`src/sv/b64e_pkg.sv`:
```
// Shared types, constants and the sextet-to-ASCII mapping of the base64 encoder.
`default_nettype none

package b64e_pkg;

  localparam logic [6:0] PadCode = 7'd61;  // '='

  localparam logic [1:0] Phase0 = 2'd0;
  localparam logic [1:0] Phase1 = 2'd1;
  localparam logic [1:0] Phase2 = 2'd2;

  // One classified byte: up to four output characters. Slots 2 and 3 are always padding.
  typedef struct packed {
    logic [3:0][5:0] sext;
    logic [1:0]      last_idx;
    logic            last;
  } b64e_entry_t;

  // Head of the queue as seen by the back end.
  typedef struct packed {
    logic        valid;
    b64e_entry_t entry;
  } b64e_head_t;

  function automatic logic [6:0] sextet_to_ascii(input logic [5:0] v);
    logic [6:0] code;
    code = 7'd0;
    case (v) inside
      [6'd0 : 6'd25]:  code = 7'd65 + {1'b0, v};
      [6'd26 : 6'd51]: code = 7'd71 + {1'b0, v};
      [6'd52 : 6'd61]: code = {1'b0, v} - 7'd4;
      6'd62:           code = 7'd43;
      default:         code = 7'd47;
    endcase
    return code;
  endfunction

endpackage

`default_nettype wire

```
`src/sv/b64e_if.sv`:
```
// Valid/ready channel interfaces for raw bytes and encoded characters.
`default_nettype none

interface b64e_in_if;
  logic       valid;
  logic       ready;
  logic [7:0] data_byte;
  logic       last_byte;

  modport source (output valid, output data_byte, output last_byte, input ready);
  modport sink (input valid, input data_byte, input last_byte, output ready);
endinterface

interface b64e_out_if;
  logic       valid;
  logic       ready;
  logic [6:0] char_code;
  logic       last_char;

  modport source (output valid, output char_code, output last_char, input ready);
  modport sink (input valid, input char_code, input last_char, output ready);
endinterface

`default_nettype wire

```
`src/sv/b64e_front.sv`:
```
// Front end: accepts bytes, tracks the group phase and carry, and builds character entries.
`default_nettype none

module b64e_front
  import b64e_pkg::*;
(
  input  wire logic   clk_i,
  input  wire logic   rst_ni,
  b64e_in_if.sink     byte_i,
  input  wire logic   full_i,
  output logic        push_o,
  output b64e_entry_t entry_o
);

  logic [1:0] phase_q, phase_d;
  logic [3:0] carry_q, carry_d;
  logic [7:0] b;

  assign byte_i.ready = !full_i;
  assign push_o       = byte_i.valid && !full_i;
  assign b            = byte_i.data_byte;

  always_comb begin
    entry_o         = '0;
    entry_o.last    = byte_i.last_byte;
    phase_d         = phase_q;
    carry_d         = carry_q;
    case (phase_q)
      Phase1: begin
        entry_o.sext[0]  = {carry_q[1:0], b[7:4]};
        entry_o.sext[1]  = {b[3:0], 2'b00};
        entry_o.last_idx = byte_i.last_byte ? 2'd2 : 2'd0;
        phase_d          = Phase2;
        carry_d          = b[3:0];
      end
      Phase2: begin
        entry_o.sext[0]  = {carry_q, b[7:6]};
        entry_o.sext[1]  = b[5:0];
        entry_o.last_idx = 2'd1;
        phase_d          = Phase0;
        carry_d          = 4'd0;
      end
      default: begin
        // The unused phase code behaves as the start of a group.
        entry_o.sext[0]  = b[7:2];
        entry_o.sext[1]  = {b[1:0], 4'b0000};
        entry_o.last_idx = byte_i.last_byte ? 2'd3 : 2'd0;
        phase_d          = Phase1;
        carry_d          = {2'b00, b[1:0]};
      end
    endcase
    if (byte_i.last_byte) begin
      phase_d = Phase0;
      carry_d = 4'd0;
    end
  end

  always_ff @(posedge clk_i or negedge rst_ni) begin
    if (!rst_ni) begin
      phase_q <= Phase0;
      carry_q <= 4'd0;
    end else if (push_o) begin
      phase_q <= phase_d;
      carry_q <= carry_d;
    end
  end

  a_phase_reachable: assert property (@(posedge clk_i) disable iff (!rst_ni)
    phase_q != 2'd3)
    else $error("front: group phase reached the unused code");

endmodule

`default_nettype wire

```
`src/sv/b64e_fifo.sv`:
```
// Short register queue of character entries between the front and back ends.
`default_nettype none

module b64e_fifo
  import b64e_pkg::*;
#(
  parameter int unsigned Depth = 2
) (
  input  wire logic         clk_i,
  input  wire logic         rst_ni,
  input  wire logic         push_i,
  input  wire b64e_entry_t  entry_i,
  output logic              full_o,
  input  wire logic         pop_i,
  output b64e_head_t        head_o
);

  localparam int unsigned PtrW = (Depth > 1) ? $clog2(Depth) : 1;
  localparam int unsigned CntW = $clog2(Depth + 1);

  b64e_entry_t            mem_q [Depth];
  logic [PtrW-1:0]        wr_ptr_q, rd_ptr_q;
  logic [CntW-1:0]        count_q;

  assign full_o       = count_q == CntW'(Depth);
  assign head_o.valid = count_q != '0;
  assign head_o.entry = mem_q[rd_ptr_q];

  always_ff @(posedge clk_i) begin
    if (push_i) begin
      mem_q[wr_ptr_q] <= entry_i;
    end
  end

  always_ff @(posedge clk_i or negedge rst_ni) begin
    if (!rst_ni) begin
      wr_ptr_q <= '0;
      rd_ptr_q <= '0;
      count_q  <= '0;
    end else begin
      if (push_i) begin
        wr_ptr_q <= (wr_ptr_q == PtrW'(Depth - 1)) ? '0 : wr_ptr_q + PtrW'(1);
      end
      if (pop_i) begin
        rd_ptr_q <= (rd_ptr_q == PtrW'(Depth - 1)) ? '0 : rd_ptr_q + PtrW'(1);
      end
      if (push_i && !pop_i) begin
        count_q <= count_q + CntW'(1);
      end else if (pop_i && !push_i) begin
        count_q <= count_q - CntW'(1);
      end
    end
  end

  a_no_push_full: assert property (@(posedge clk_i) disable iff (!rst_ni)
    push_i |-> !full_o)
    else $error("fifo: push while full");

  a_no_pop_empty: assert property (@(posedge clk_i) disable iff (!rst_ni)
    pop_i |-> head_o.valid)
    else $error("fifo: pop while empty");

endmodule

`default_nettype wire

```
`src/sv/b64e_back.sv`:
```
// Back end: walks the characters of the head entry and drives the registered output.
`default_nettype none

module b64e_back
  import b64e_pkg::*;
(
  input  wire logic       clk_i,
  input  wire logic       rst_ni,
  input  wire b64e_head_t head_i,
  output logic            pop_o,
  b64e_out_if.source      char_o
);

  logic       out_valid_q;
  logic [6:0] char_q;
  logic       last_q;
  logic [1:0] idx_q;
  logic       advance;
  logic       at_end;
  logic [6:0] char_d;

  assign advance = !out_valid_q || char_o.ready;
  assign at_end  = idx_q == head_i.entry.last_idx;
  assign pop_o   = advance && head_i.valid && at_end;

  // Slots past the second one only ever carry padding.
  assign char_d = idx_q[1] ? PadCode : sextet_to_ascii(head_i.entry.sext[idx_q]);

  assign char_o.valid     = out_valid_q;
  assign char_o.char_code = char_q;
  assign char_o.last_char = last_q;

  always_ff @(posedge clk_i) begin
    if (advance && head_i.valid) begin
      char_q <= char_d;
      last_q <= head_i.entry.last && at_end;
    end
  end

  always_ff @(posedge clk_i or negedge rst_ni) begin
    if (!rst_ni) begin
      out_valid_q <= 1'b0;
      idx_q       <= 2'd0;
    end else if (advance) begin
      out_valid_q <= head_i.valid;
      if (head_i.valid) begin
        idx_q <= at_end ? 2'd0 : idx_q + 2'd1;
      end
    end
  end

  a_idx_bound: assert property (@(posedge clk_i) disable iff (!rst_ni)
    head_i.valid |-> idx_q <= head_i.entry.last_idx)
    else $error("back: character index ran past the entry");

  a_idx_idle: assert property (@(posedge clk_i) disable iff (!rst_ni)
    !head_i.valid |-> idx_q == 2'd0)
    else $error("back: character index not at zero with the queue empty");

endmodule

`default_nettype wire

```
`src/sv/base64_stream_encoder.sv`:
```
// Top level of the streaming base64 encoder: front end, entry queue and back end.
//
//   channel  | dir | beat payload            | meaning
//   byte_i   | in  | data_byte[7:0], last_byte | one raw byte, last_byte ends a message
//   char_o   | out | char_code[6:0], last_char | one ASCII character or '=' pad
//
// While char_o is ready, the output port delivers one character per cycle; a byte yields one to four characters.
// A byte is taken in the cycle it arrives while the queue has room; its first character is
// queued, then registered at the output. Sustained input rate is one byte per character it produces.
// Reset clears the group phase, the queue and the output valid; no clearing pass is needed.
// A stall on char_o fills the QueueDepth-entry queue before byte_i.ready drops.
`default_nettype none

module base64_stream_encoder
  import b64e_pkg::*;
#(
  parameter int unsigned QueueDepth = 2
) (
  input  wire logic  clk_i,
  input  wire logic  rst_ni,
  b64e_in_if.sink    byte_i,
  b64e_out_if.source char_o
);

  logic        push;
  logic        full;
  logic        pop;
  b64e_entry_t entry;
  b64e_head_t  head;

  b64e_front u_front (
    .clk_i   (clk_i),
    .rst_ni  (rst_ni),
    .byte_i  (byte_i),
    .full_i  (full),
    .push_o  (push),
    .entry_o (entry)
  );

  b64e_fifo #(
    .Depth (QueueDepth)
  ) u_fifo (
    .clk_i   (clk_i),
    .rst_ni  (rst_ni),
    .push_i  (push),
    .entry_i (entry),
    .full_o  (full),
    .pop_i   (pop),
    .head_o  (head)
  );

  b64e_back u_back (
    .clk_i  (clk_i),
    .rst_ni (rst_ni),
    .head_i (head),
    .pop_o  (pop),
    .char_o (char_o)
  );

endmodule

`default_nettype wire
```
`src/flat_wrapper.sv`:
```
// flat-port wrapper written by rule: the top's interface ports become plain ports
module base64_stream_encoder_flat import b64e_pkg::*;
#(
  parameter int unsigned QueueDepth = 2
)
  (clk_i, rst_ni, byte_i_valid, byte_i_data_byte, byte_i_last_byte, byte_i_ready, char_o_valid, char_o_char_code, char_o_last_char, char_o_ready);
  b64e_in_if byte_i_i ();
  b64e_out_if char_o_i ();
  input  wire logic clk_i;
  input  wire logic rst_ni;
  input wire logic [$bits(byte_i_i.valid)-1:0] byte_i_valid;
  input wire logic [$bits(byte_i_i.data_byte)-1:0] byte_i_data_byte;
  input wire logic [$bits(byte_i_i.last_byte)-1:0] byte_i_last_byte;
  output wire logic [$bits(byte_i_i.ready)-1:0] byte_i_ready;
  output wire logic [$bits(char_o_i.valid)-1:0] char_o_valid;
  output wire logic [$bits(char_o_i.char_code)-1:0] char_o_char_code;
  output wire logic [$bits(char_o_i.last_char)-1:0] char_o_last_char;
  input wire logic [$bits(char_o_i.ready)-1:0] char_o_ready;
  assign byte_i_i.valid = byte_i_valid;
  assign byte_i_i.data_byte = byte_i_data_byte;
  assign byte_i_i.last_byte = byte_i_last_byte;
  assign byte_i_ready = byte_i_i.ready;
  assign char_o_valid = char_o_i.valid;
  assign char_o_char_code = char_o_i.char_code;
  assign char_o_last_char = char_o_i.last_char;
  assign char_o_i.ready = char_o_ready;
  base64_stream_encoder #(.QueueDepth(QueueDepth)) u_core (.clk_i(clk_i), .rst_ni(rst_ni), .byte_i(byte_i_i), .char_o(char_o_i));
endmodule
```
`config.mk`:
```
export PLATFORM = sky130hd
export DESIGN_NAME = base64_stream_encoder_flat
export DESIGN_NICKNAME = d
export VERILOG_FILES = /design/src/sv/b64e_pkg.sv /design/src/sv/b64e_if.sv /design/src/sv/b64e_front.sv /design/src/sv/b64e_fifo.sv /design/src/sv/b64e_back.sv /design/src/sv/base64_stream_encoder.sv /design/src/flat_wrapper.sv
export SDC_FILE = /design/constraint.sdc
export NUM_CORES = 1
export LEC_CHECK = 0
export ABC_AREA = 1
export BUFFER_PORTS_ARGS = -buffer_cell sky130_fd_sc_hd__buf_2
export CAP_MARGIN = 20
export CORE_AREA = 2 2 80 82
export DETAILED_ROUTE_END_ITERATION = 7
export DIE_AREA = 0 0 82 84
export GPL_ROUTABILITY_DRIVEN = 0
export PLACE_DENSITY = 0.73
export SYNTH_ARGS = -nofsm -noshare
export SYNTH_HDL_FRONTEND = slang
export SYNTH_SLANG_ARGS = --single-unit
export TNS_END_PERCENT = 20
```
`constraint.sdc`:
```
create_clock -name clk_i -period 5.8 [get_ports clk_i]
set_input_delay 1.45 -clock clk_i [delete_from_list [all_inputs] [get_ports clk_i]]
set_output_delay 1.45 -clock clk_i [all_outputs]
set_load 0.01 [all_outputs]
```
* Word level (Yosys, flattened, before mapping)
Memory sizes are Yosys's and may differ from the RTL's. Index checks and enable logic that the tools add are counted.
Storage, ports and cells: register bits after elaboration 21, RAM bits 30, bits of input ports 13, output and inout port bits 10, word-level logic and storage cells 67, memories 1
Cells by class: add/sub/neg operators 8, magnitude comparators 7, equality and inequality tests 5, multiplexer cells 20, reductions and logical operators 17
Memories:
- u_core.u_fifo.mem_q | words 2, width 15, read ports 1, clocked after memory_dff 0, write ports 1, RTL line b64e_fifo.sv:21 | b64e_entry_t mem_q [Depth];
Operator list (number):
- $pmux 14 s2 | 1
- $mux 7 | 3
- $add 7x6->7 const A | 2
- $bmux 6 s2 | 1
- $le 6x6->1 const B | 2
- $mux 2 | 6
- $logic_and 1x1->1 | 9
- $pmux 4 s2 | 1
- $sub 6x3->7 const B | 1
- $eq 6x6->1 const B | 1
- $ge 6x1->1 const B | 1
- $ge 6x5->1 const B | 1
- $ge 6x6->1 const B | 1
- $le 6x5->1 const B | 1
- $mux 6 | 1
- $add 2x1->2 const B | 2
- $eq 2x2->1 const B | 2
- $logic_not 1->1 | 4
- $mux 1 | 4
- $mux 4 | 1
- $pmux 2 s2 | 1
- $reduce_bool 2->1 | 2
- $lt 2x3->1 const B | 1
- $mux 3 | 1
- other kinds (6) | 7

* Logic depth before layout (Yosys ltp)
Gate-level depths: netlist (run 1). An unclocked memory read counts as a cell.
word-level depth 8, gate-level depth with buffers 18, gate-level depth less buffers 17

* By module
A second synthesis (run 1) with hierarchy kept.
Unflattened totals: cells, all modules 400, area, all modules 4182.8 µm²
By module, submodules not included:
- b64e_fifo | times used 1, cells each 109, area an instance 2254.7 µm², sequential area each 1721.7 µm²
- b64e_back | times used 1, cells each 184, area an instance 1291.2 µm², sequential area each 315.3 µm²
- b64e_front | times used 1, cells each 107, area an instance 636.9 µm², sequential area each 150.1 µm²

* Worst setup path after synthesis (run 1)
No wires, ideal clock.
path kind input to register, start point input port char_o_ready, end point register u_core.u_fifo.count_q[1], setup time 0.131 ns, arrival time 3.009 ns, required time 5.669 ns, setup slack 2.660 ns, stages 7, buffers on the path 0, cells stage by stage nor2_1 > a21oi_1 > nand3_1 > ha_1 > a21oi_1 > o21ai_0 > xor2_1
Between the ends: cells in the longest elaborated chain, start to end 6, elaborated cells on any way between the ends 8, classes of those cells mux: 1; reduce/logical: 7
Ends and longest elaborated chain:
- start: declaration | RTL line flat_wrapper.sv:18 | input wire logic [$bits(char_o_i.ready)-1:0] char_o_ready;
- $logic_or 1x1->1 (*) | RTL line b64e_back.sv:22 | assign advance = !out_valid_q || char_o.ready;
- $logic_and 1x1->1 (*) (2 in a row) | RTL line b64e_back.sv:24 | assign pop_o = advance && head_i.valid && at_end;
- $logic_not 1->1 | RTL line b64e_fifo.sv:47 | if (push_i && !pop_i) begin
- $logic_and 1x1->1 | RTL line b64e_fifo.sv:47
- $mux 2 / $reduce_bool 2->1 (equally long branches)
- end signal: assignment | RTL line b64e_fifo.sv:48 | count_q <= count_q + CntW'(1);
- end signal: assignment | RTL line b64e_fifo.sv:50 | count_q <= count_q - CntW'(1);
- end: declaration | RTL line b64e_fifo.sv:23 | logic [CntW-1:0] count_q;
Every way passes the cells marked *; elsewhere a longest branch is shown, timed or not. A chain may end at the register's enable or synchronous reset.

* Worst setup path in the final report (run 1)
Same ends and word-level chain as after synthesis.

==> metrics list, run 1 <==
* Max-slew headroom: 36.68%
* VDD IR max: 0.0003302 V
- Synthesis-stage register bit count: 51
* Min-Delay Startpoint: u_core.u_fifo.count_q[0]$_DFFE_PN0P_
* Clock insertion delay at the later pin of the skew report: 300 ps
- The floorplan has 29 rows.
- After routing, the total negative slack on setup checks comes to 0 ps.
* Top_reg_cell synth: sky130_fd_sc_hd__edfxtp_1
* Final Instance Count excl. Fillers: 409
- Entering global routing, the biggest net connects 18 pins.
* Number of placed cells counting well taps: 401
- Summed over all cells, the static leakage comes to 1.417 nW.
- After Yosys synthesis, and, or, nand and nor cells account for 24.81% of the synthesized area.
* Power per cell area: 627.6 nW/um2
* Cell types with the highest counts after synthesis: sky130_fd_sc_hd__nand2_1, sky130_fd_sc_hd__edfxtp_1, sky130_fd_sc_hd__inv_1
- Vias in the first global route: 2058
- Total of cells resized after clock tree synthesis: 0
- Met1 demand-to-capacity share in global routing: 22.01%
- Setup violations remaining at the end of the flow were counted as 0.
* Min Clock Period, post-route: 3203 ps
- TritonCTS clock tree: built
- Worst min-delay path class: flip-flop to flip-flop
- Summing the areas of all compound-gate instances in the mapped netlist gives 7.112% of the synthesized area.
* Global-route wire length before repair: 9.218 mm
* Share of the yosys chip area belonging to registers: 50.21%
* Worst hold path stage count: 1
- For this run, the detailed router's first-pass iteration total came to 4.
- Using the TritonRoute via totals, the vias-per-cell ratio works out to 5.115.
- Result of the run: completed
- Dividing the synthesized area by the synthesized cell count gives 9.575 um2.
* Syn_nets: 331
- TritonCTS buffer count: 5
- R2R depth: 14
* Clk root buf: sky130_fd_sc_hd__clkbuf_8
- For this block, the routed nets add up to 5.325 mm of wire.
- Yosys top cell by area: sky130_fd_sc_hd__edfxtp_1
* Critical path launch point type: input pin
- After synthesis, the share of cell area in mux cells is 0%.
- Unrepaired setup endpoints after global routing: no
- Area of the core: 6096 um2
- Grt peak-use layer: met2
- Hold bufs inserted after CTS: 0
- Count of inserted antenna diode cells: 0
* Initial cell density of the core: 47.91%
- Filler cell count: 553
- Iteration-0 DRC count of the detailed router: 105
* Final clock period utilization by the worst path: 55.22%
- In this run the number of H-tree levels came out at 2.
- Max-slew violation count: 0
- Overall via count from detail_route: 2092
- Once layout is complete, the utilization of the core stands at 51.99%.
- By area, the combinational part of the netlist is dominated by simple AND/OR/NAND/NOR gates.
- The die is 82 um wide.
- Yosys instantiated no cell more often than sky130_fd_sc_hd__nand2_1.
- Number of buffers on the longest clock path: 2
* DIE AREA: 6888 um2
* Crit path required time: 5990 ps
- Worst clock skew: 5.257 ps
- Yosys mapped the design onto 33 distinct sky130hd cell types.
* Number of setup buffers added after CTS: 0
- DRC viols: 0
- Crit Path Class: input pin to flip-flop
- Number of enable flip-flop cells after synthesis: 38
- Summed over all nets, the half-perimeter wirelength after detailed placement is 3.991 mm.
* Total of buffers placed on input and output ports: 22
* Endpoint, Worst Hold: u_core.u_fifo.count_q[0]$_DFFE_PN0P_
- For this run, the top clock speed supported by timing is 312.2 MHz.
* Data arrival time of the worst path: 3390 ps
- After global routing the overflow that remains totals 0.
- STA classifies the critical path endpoint as a flip-flop.
- In this run the register-to-register setup slack is 3000 ps.
- Synth Cell Area: 2920 um2
* Met3 usage: 4.113%
- Number of endpoints with negative hold slack in the final report: 0
- Sequential cell area: 1466 um2
* Leading post-synthesis cells by cell area: sky130_fd_sc_hd__edfxtp_1, sky130_fd_sc_hd__dfrtp_1, sky130_fd_sc_hd__nand2_1
- The synthesized netlist devotes 5.570% of its cell area to adder and majority cells.
* Share of the synthesized netlist area taken by xor and xnor gates: 4.199%
* Met2 usage: 29.71%
* Area growth syn-to-layout: 8.526%
- Counting flops with an async set or reset pin after synthesis yields a share of 25.49%.
- Proportion of layout cells with a drive suffix above 1: 18.07%
- Counting every sink on the clock net gives 51.
- For this run, the total global-route usage over all layers was measured as 17.55%.
- After synthesis, the largest area contributor takes up 39.07% of total cell area.
- Across the run, the number of max-cap violations was 0.
- Die Span Y: 84 um
- After detailed placement, the total cell area comes to 3077 um2.
- Number of antenna violations at the first check in global routing: 0
- Worst Tran Pin Value: 949.7 ps
- Clock-pin slew was measured on the worst setup and hold paths at 100 ps.
- Average wire per standard cell: 13.02 um
* Cell area after layout: 3169 um2
* Final net count: 357
- Synthesized netlist cell count: 305
- Boundary Pins: 23
* CP max FO: 11
- Synth warn: 0
- In this run the remaining antenna-violating nets after routing total 0.
- In this run the critical register-to-register path is launched from u_core.u_fifo.rd_ptr_q$_DFFE_PN0P_.
- In this run the critical register-to-register path is captured at u_core.u_back.char_o.char_code[3]$_SDFFCE_PP1P_.
- Area taken by multi-input logic gates: 1217 um2
## registers in the layout (all words and copies together), names as in the netlist
name and flops:
u_core.u_fifo.mem_q 30, u_core.u_back.char_o.char_code 7, u_core.u_front.carry_q 4, u_core.u_back.idx_q 2, u_core.u_fifo.count_q 2, u_core.u_front.phase_q 2
u_core.u_back.char_o.last_char 1, u_core.u_back.char_o.valid 1, u_core.u_fifo.rd_ptr_q 1, u_core.u_fifo.wr_ptr_q 1
## area by class of cell
| class | instances | share of cell area, % |
|---|---|---|
| Clock buffer | 5 | 2.171 |
| Clock inverter | 3 | 0.7501 |
| Inverter | 43 | 5.409 |
| Multi-Input combinational cell | 206 | 38.41 |
| Sequential cell | 51 | 46.27 |
| Tap cell | 77 | 3.040 |
| Timing Repair Buffer | 24 | 3.948 |
## stage by stage
stage / hold slack [ps] / power [mW] / setup WS, ps
floorplan: 445.8 / 1.564 / 2660
global placement: 461.6 / 1.758 / 2363
detailed placement: 480.1 / 1.787 / 2271
CTS: 497.1 / 1.992 / 2600
global route: 499.0 / 2.170 / 2421
finish: 498.2 / 1.989 / 2597
## report_power, final
| group | internal, mW | switching, mW | leakage (nW) | total [mW] |
|---|---|---|---|---|
| Combinational | 0.379 | 0.732 | 0.850 | 1.11 |
| Sequential | 0.589 | 0.0817 | 0.522 | 0.671 |
| Clock | 0.0872 | 0.120 | 0.0461 | 0.207 |
## placed cells by master, fill, tap and decap left out, drive strengths merged
cell type  count
o21bai         1
o32ai          1
xor2          12
xnor2          2
ha            13
clkinv         3
a21oi          5
nor3           2
clkbuf         5
buf           24
nor2          16
nor3b          1
and3           1
edfxtp        38
o22ai          5
nand3         32
nand2         94
clkinvlp       1
o21ai         14
o221ai         7
inv           42
dfrtp         13
## worst max-delay path, stage by stage
cell and delay [ps]:
sky130_fd_sc_hd__buf_2 80, sky130_fd_sc_hd__nor2_1 40, sky130_fd_sc_hd__a21oi_1 720, sky130_fd_sc_hd__nand3_1 320, sky130_fd_sc_hd__ha_1 400, sky130_fd_sc_hd__a21oi_1 120
sky130_fd_sc_hd__o21ai_0 110, sky130_fd_sc_hd__xor2_1 150
## worst max path at each step
stage / start / to / slack (ps) / cells past startpoint
2_1_floorplan: char_o_ready / u_core.u_fifo.count_q[1]$_DFFE_PN0P_ / 2660 / 7
3_3_place_gp: char_o_ready / u_core.u_fifo.count_q[1]$_DFFE_PN0P_ / 2360 / 8
3_5_place_dp: char_o_ready / u_core.u_fifo.count_q[1]$_DFFE_PN0P_ / 2270 / 8
4_1_cts: char_o_ready / u_core.u_fifo.count_q[1]$_DFFE_PN0P_ / 2600 / 8
5_1_grt: char_o_ready / u_core.u_fifo.count_q[1]$_DFFE_PN0P_ / 2420 / 8
6_report: char_o_ready / u_core.u_fifo.count_q[1]$_DFFE_PN0P_ / 2600 / 8
## kinds of logic after synthesis
group,after synthesis
adders and majority gates,13
xor gates and xnor gates,14
DFF,51
buffers and inverters,48
AOI/OAI and AO/OA,33
and+or+nand+nor,146
## routing by layer
layer | wire length, um | vias to the layer above
met1 | 2370 | 980
met4 | 65 | 0
li1 | - | 1061
met3 | 191 | 6
met2 | 2698 | 45
met5 | 0 | -
(Power assumes the default switching activity.)
==> run 2: changes to the inputs <==
- clock period: 5.8 -> 3.3 ns (I/O delays scaled with it)
==> run 2 against run 1 <==
  * Non-clock buffer count is 1 higher
  * Critical path depth is 6 higher
  * Setup slack worse by 1900 ps
  * Clock-buffer cell count stayed put
  * Total power is 80% higher
  * Die area stayed put
  * Critical path type is now flip-flop to flip-flop
  * Largest power group unchanged
==> metrics list, run 2 (synthesis gave the netlist of run 1 again) <==
- CP max FO: 16
- Levels on crit path: 14
- Unrepaired setup endpoints after global routing: no
- The worst setup path is launched from a flip-flop.
* Overall power after layout: 3.583 mW
* Pin count of the biggest net entering global routing: 18
* Clock-pin slew reported for the worst setup and hold paths after clock tree synthesis: 100 ps
* Total of buffers placed on input and output ports: 22
* Largest register FFs: 30
* Worst min-delay path class: input pin to asynchronous set/reset pin
- The clock drives 51 sinks.
- At the later pin of the worst-skew pair, clock insertion delay measures 300 ps.
* Utilization after layout: 52.48%
- Library cell contributing the largest single delay on the critical path: sky130_fd_sc_hd__dfrtp_1
- Number of antenna violations at the first check in global routing: 0
- The number of antenna diodes in the final layout is 0.
- R2R depth: 14
* Total of cells resized after clock tree synthesis: 0
- The tree is rooted in a sky130_fd_sc_hd__clkbuf_8.
- The number of max-slew violations in the final report was 0.
* Cell area after layout: 3199 um2
- Dpl ws: 652.5 ps
- The startpoint identified for the worst register-to-register timing path is u_core.u_fifo.rd_ptr_q$_DFFE_PN0P_.
- Commonest non-fill, non-tap cell in the layout: sky130_fd_sc_hd__nand2_1
- The number of global-route vias before repair was 2139.
- Overall via count from detail_route: 2096
- Initial cell density of the core: 47.91%
- No sink is reached through more buffers than the 2 on the longest clock path.
* Number of endpoints with negative hold slack in the final report: 0
- Proportion of layout cells with a drive suffix above 1: 18.32%
- Summed over all failing endpoints, the final setup total negative slack is 0 ps.
- Walking the worst path, the cells encountered are nand2_1 > nand3_2 > nand3_2 > inv_1 > ha_1 > inv_1 > o21ai_2 > inv_1 > nand2_2 > nand2_4 > nand2_1 > nand2_1 > nand2_1 > nand3_1.
- Maximum frequency from static timing analysis: 379.2 MHz
- The first TritonRoute pass finished after 4 iterations.
* Min Clock Period, post-route: 2637 ps
* Number of setup buffers added after CTS: 0
- Crit path required time: 3340 ps
- DRC viols: 0
- Detailed placement ended at an HPWL of 4.261 mm.
* Drt total wl: 5.573 mm
- Worst clock skew: 7.776 ps
* Largest Register: u_core.u_fifo.mem_q
* Std-Cell Rows: 29
* Boundary Pins: 23
- Final net count: 358
- Reg2Reg Capture Point: u_core.u_back.char_o.char_code[3]$_SDFFCE_PP1P_
* Total routing usage reported by global routing: 17.83%
- Summing all placed instances gives a cell area of 3084 um2.
- The cell that appears most often on the critical path is sky130_fd_sc_hd__nand2_1.
- Together, buffers and inverters on the worst path number 3.
- Power spread over the standard cell area amounts to 1120 nW/um2.
- The worst pin sits at a relative slew slack of 54.68%.
- Crit path setup slack, layout: 662.9 ps
- Data on the critical path arrives at its endpoint at 2680 ps.
- Leakage power of the design: 1.431 nW
* Max-capacitance violation count: 0
- Detail Route Antenna Nets: 0
- The die is 84 um tall.
* Area growth syn-to-layout: 9.554%
- Hold bufs inserted after CTS: 0
- VDD IR max: 0.0005232 V
- TritonCTS clock tree: built
- Crit Path Class: flip-flop to flip-flop
- Worst-case register-to-register setup slack: 660 ps
- Number of placed cells counting well taps: 402
* Die Wd: 82 um
- Total grt overflow: 0
- The flow ran to the end, and the final reports show no timing, DRC or antenna violations.
- Worst Hold Margin: 390.8 ps
- Worst Tran Pin Value: 679.9 ps
* DIE AREA: 6888 um2
- Excluding fillers, the count of instances in the completed layout stands at 410.
- Capturing element type of the critical path: flip-flop
* Average wire per standard cell: 13.59 um
- The library cells used most frequently in the layout, excluding fill and tap cells, are sky130_fd_sc_hd__nand2_1, sky130_fd_sc_hd__edfxtp_1, sky130_fd_sc_hd__inv_1.
* Area of the core: 6096 um2
- CP delay by family, top: simple AND/OR/NAND/NOR gates
- TritonCTS buffer count: 5
- Iteration-0 DRC count of the detailed router: 87
- Of the available clock period, the critical path in the final layout requires 79.91%.
* Setup violators final: 0
* Critical path's largest stage delay: 790 ps
- The H-tree was split into 2 levels.
- Vias/cell: 5.112
- Global-route wire length before repair: 9.542 mm
==> run 2: worst reg2reg max path: stages (launching register included) <==
cell and delay, ps:
sky130_fd_sc_hd__dfrtp_1 790, sky130_fd_sc_hd__nand2_1 150, sky130_fd_sc_hd__nand3_2 130, sky130_fd_sc_hd__nand3_2 170
sky130_fd_sc_hd__inv_1 170, sky130_fd_sc_hd__ha_1 240, sky130_fd_sc_hd__inv_1 70, sky130_fd_sc_hd__o21ai_2 170
sky130_fd_sc_hd__inv_1 70, sky130_fd_sc_hd__nand2_2 100, sky130_fd_sc_hd__nand2_4 80, sky130_fd_sc_hd__nand2_1 80
sky130_fd_sc_hd__nand2_1 40, sky130_fd_sc_hd__nand2_1 50, sky130_fd_sc_hd__nand3_1 70
==> run 2: area by class of cell <==
type                       instances  area [um2]
multi-input combinational        206        1217
tap                               77       96.34
inverter                          43       171.4
fill                             559        2897
clock buffer                       5       68.82
clock inverter                     3       46.29
timing repair buffer              25       132.6
sequential                        51        1466
==> run 2: report_power, final <==
part	leakage (nW)	total (mW)	switching, mW	internal (mW)
Clock	0.0548	0.446	0.218	0.229
Sequential	0.522	1.18	0.141	1.04
Combinational	0.854	1.96	1.28	0.677
==> run 2: how the worst max path moves through the flow <==
stage                                                           end                          startpoint
finish              u_core.u_back.char_o.char_code[3]$_SDFFCE_PP1P_  u_core.u_fifo.rd_ptr_q$_DFFE_PN0P_
detailed placement  u_core.u_back.char_o.char_code[3]$_SDFFCE_PP1P_  u_core.u_fifo.rd_ptr_q$_DFFE_PN0P_
floorplan                      u_core.u_fifo.count_q[1]$_DFFE_PN0P_                        char_o_ready
global route        u_core.u_back.char_o.char_code[5]$_SDFFCE_PP1P_  u_core.u_fifo.rd_ptr_q$_DFFE_PN0P_
global placement    u_core.u_back.char_o.char_code[5]$_SDFFCE_PP1P_  u_core.u_fifo.rd_ptr_q$_DFFE_PN0P_
CTS                 u_core.u_back.char_o.char_code[3]$_SDFFCE_PP1P_  u_core.u_fifo.rd_ptr_q$_DFFE_PN0P_
==> run 2: metal layers <==
metal / part of all wire (%) / wire length (um) / track usage (%)
met5: 0 / 0 / 0
met4: 2.0 / 114 / 6.970
met3: 3.2 / 181 / 3.896
met2: 52 / 2909 / 30.60
met1: 43 / 2369 / 21.29
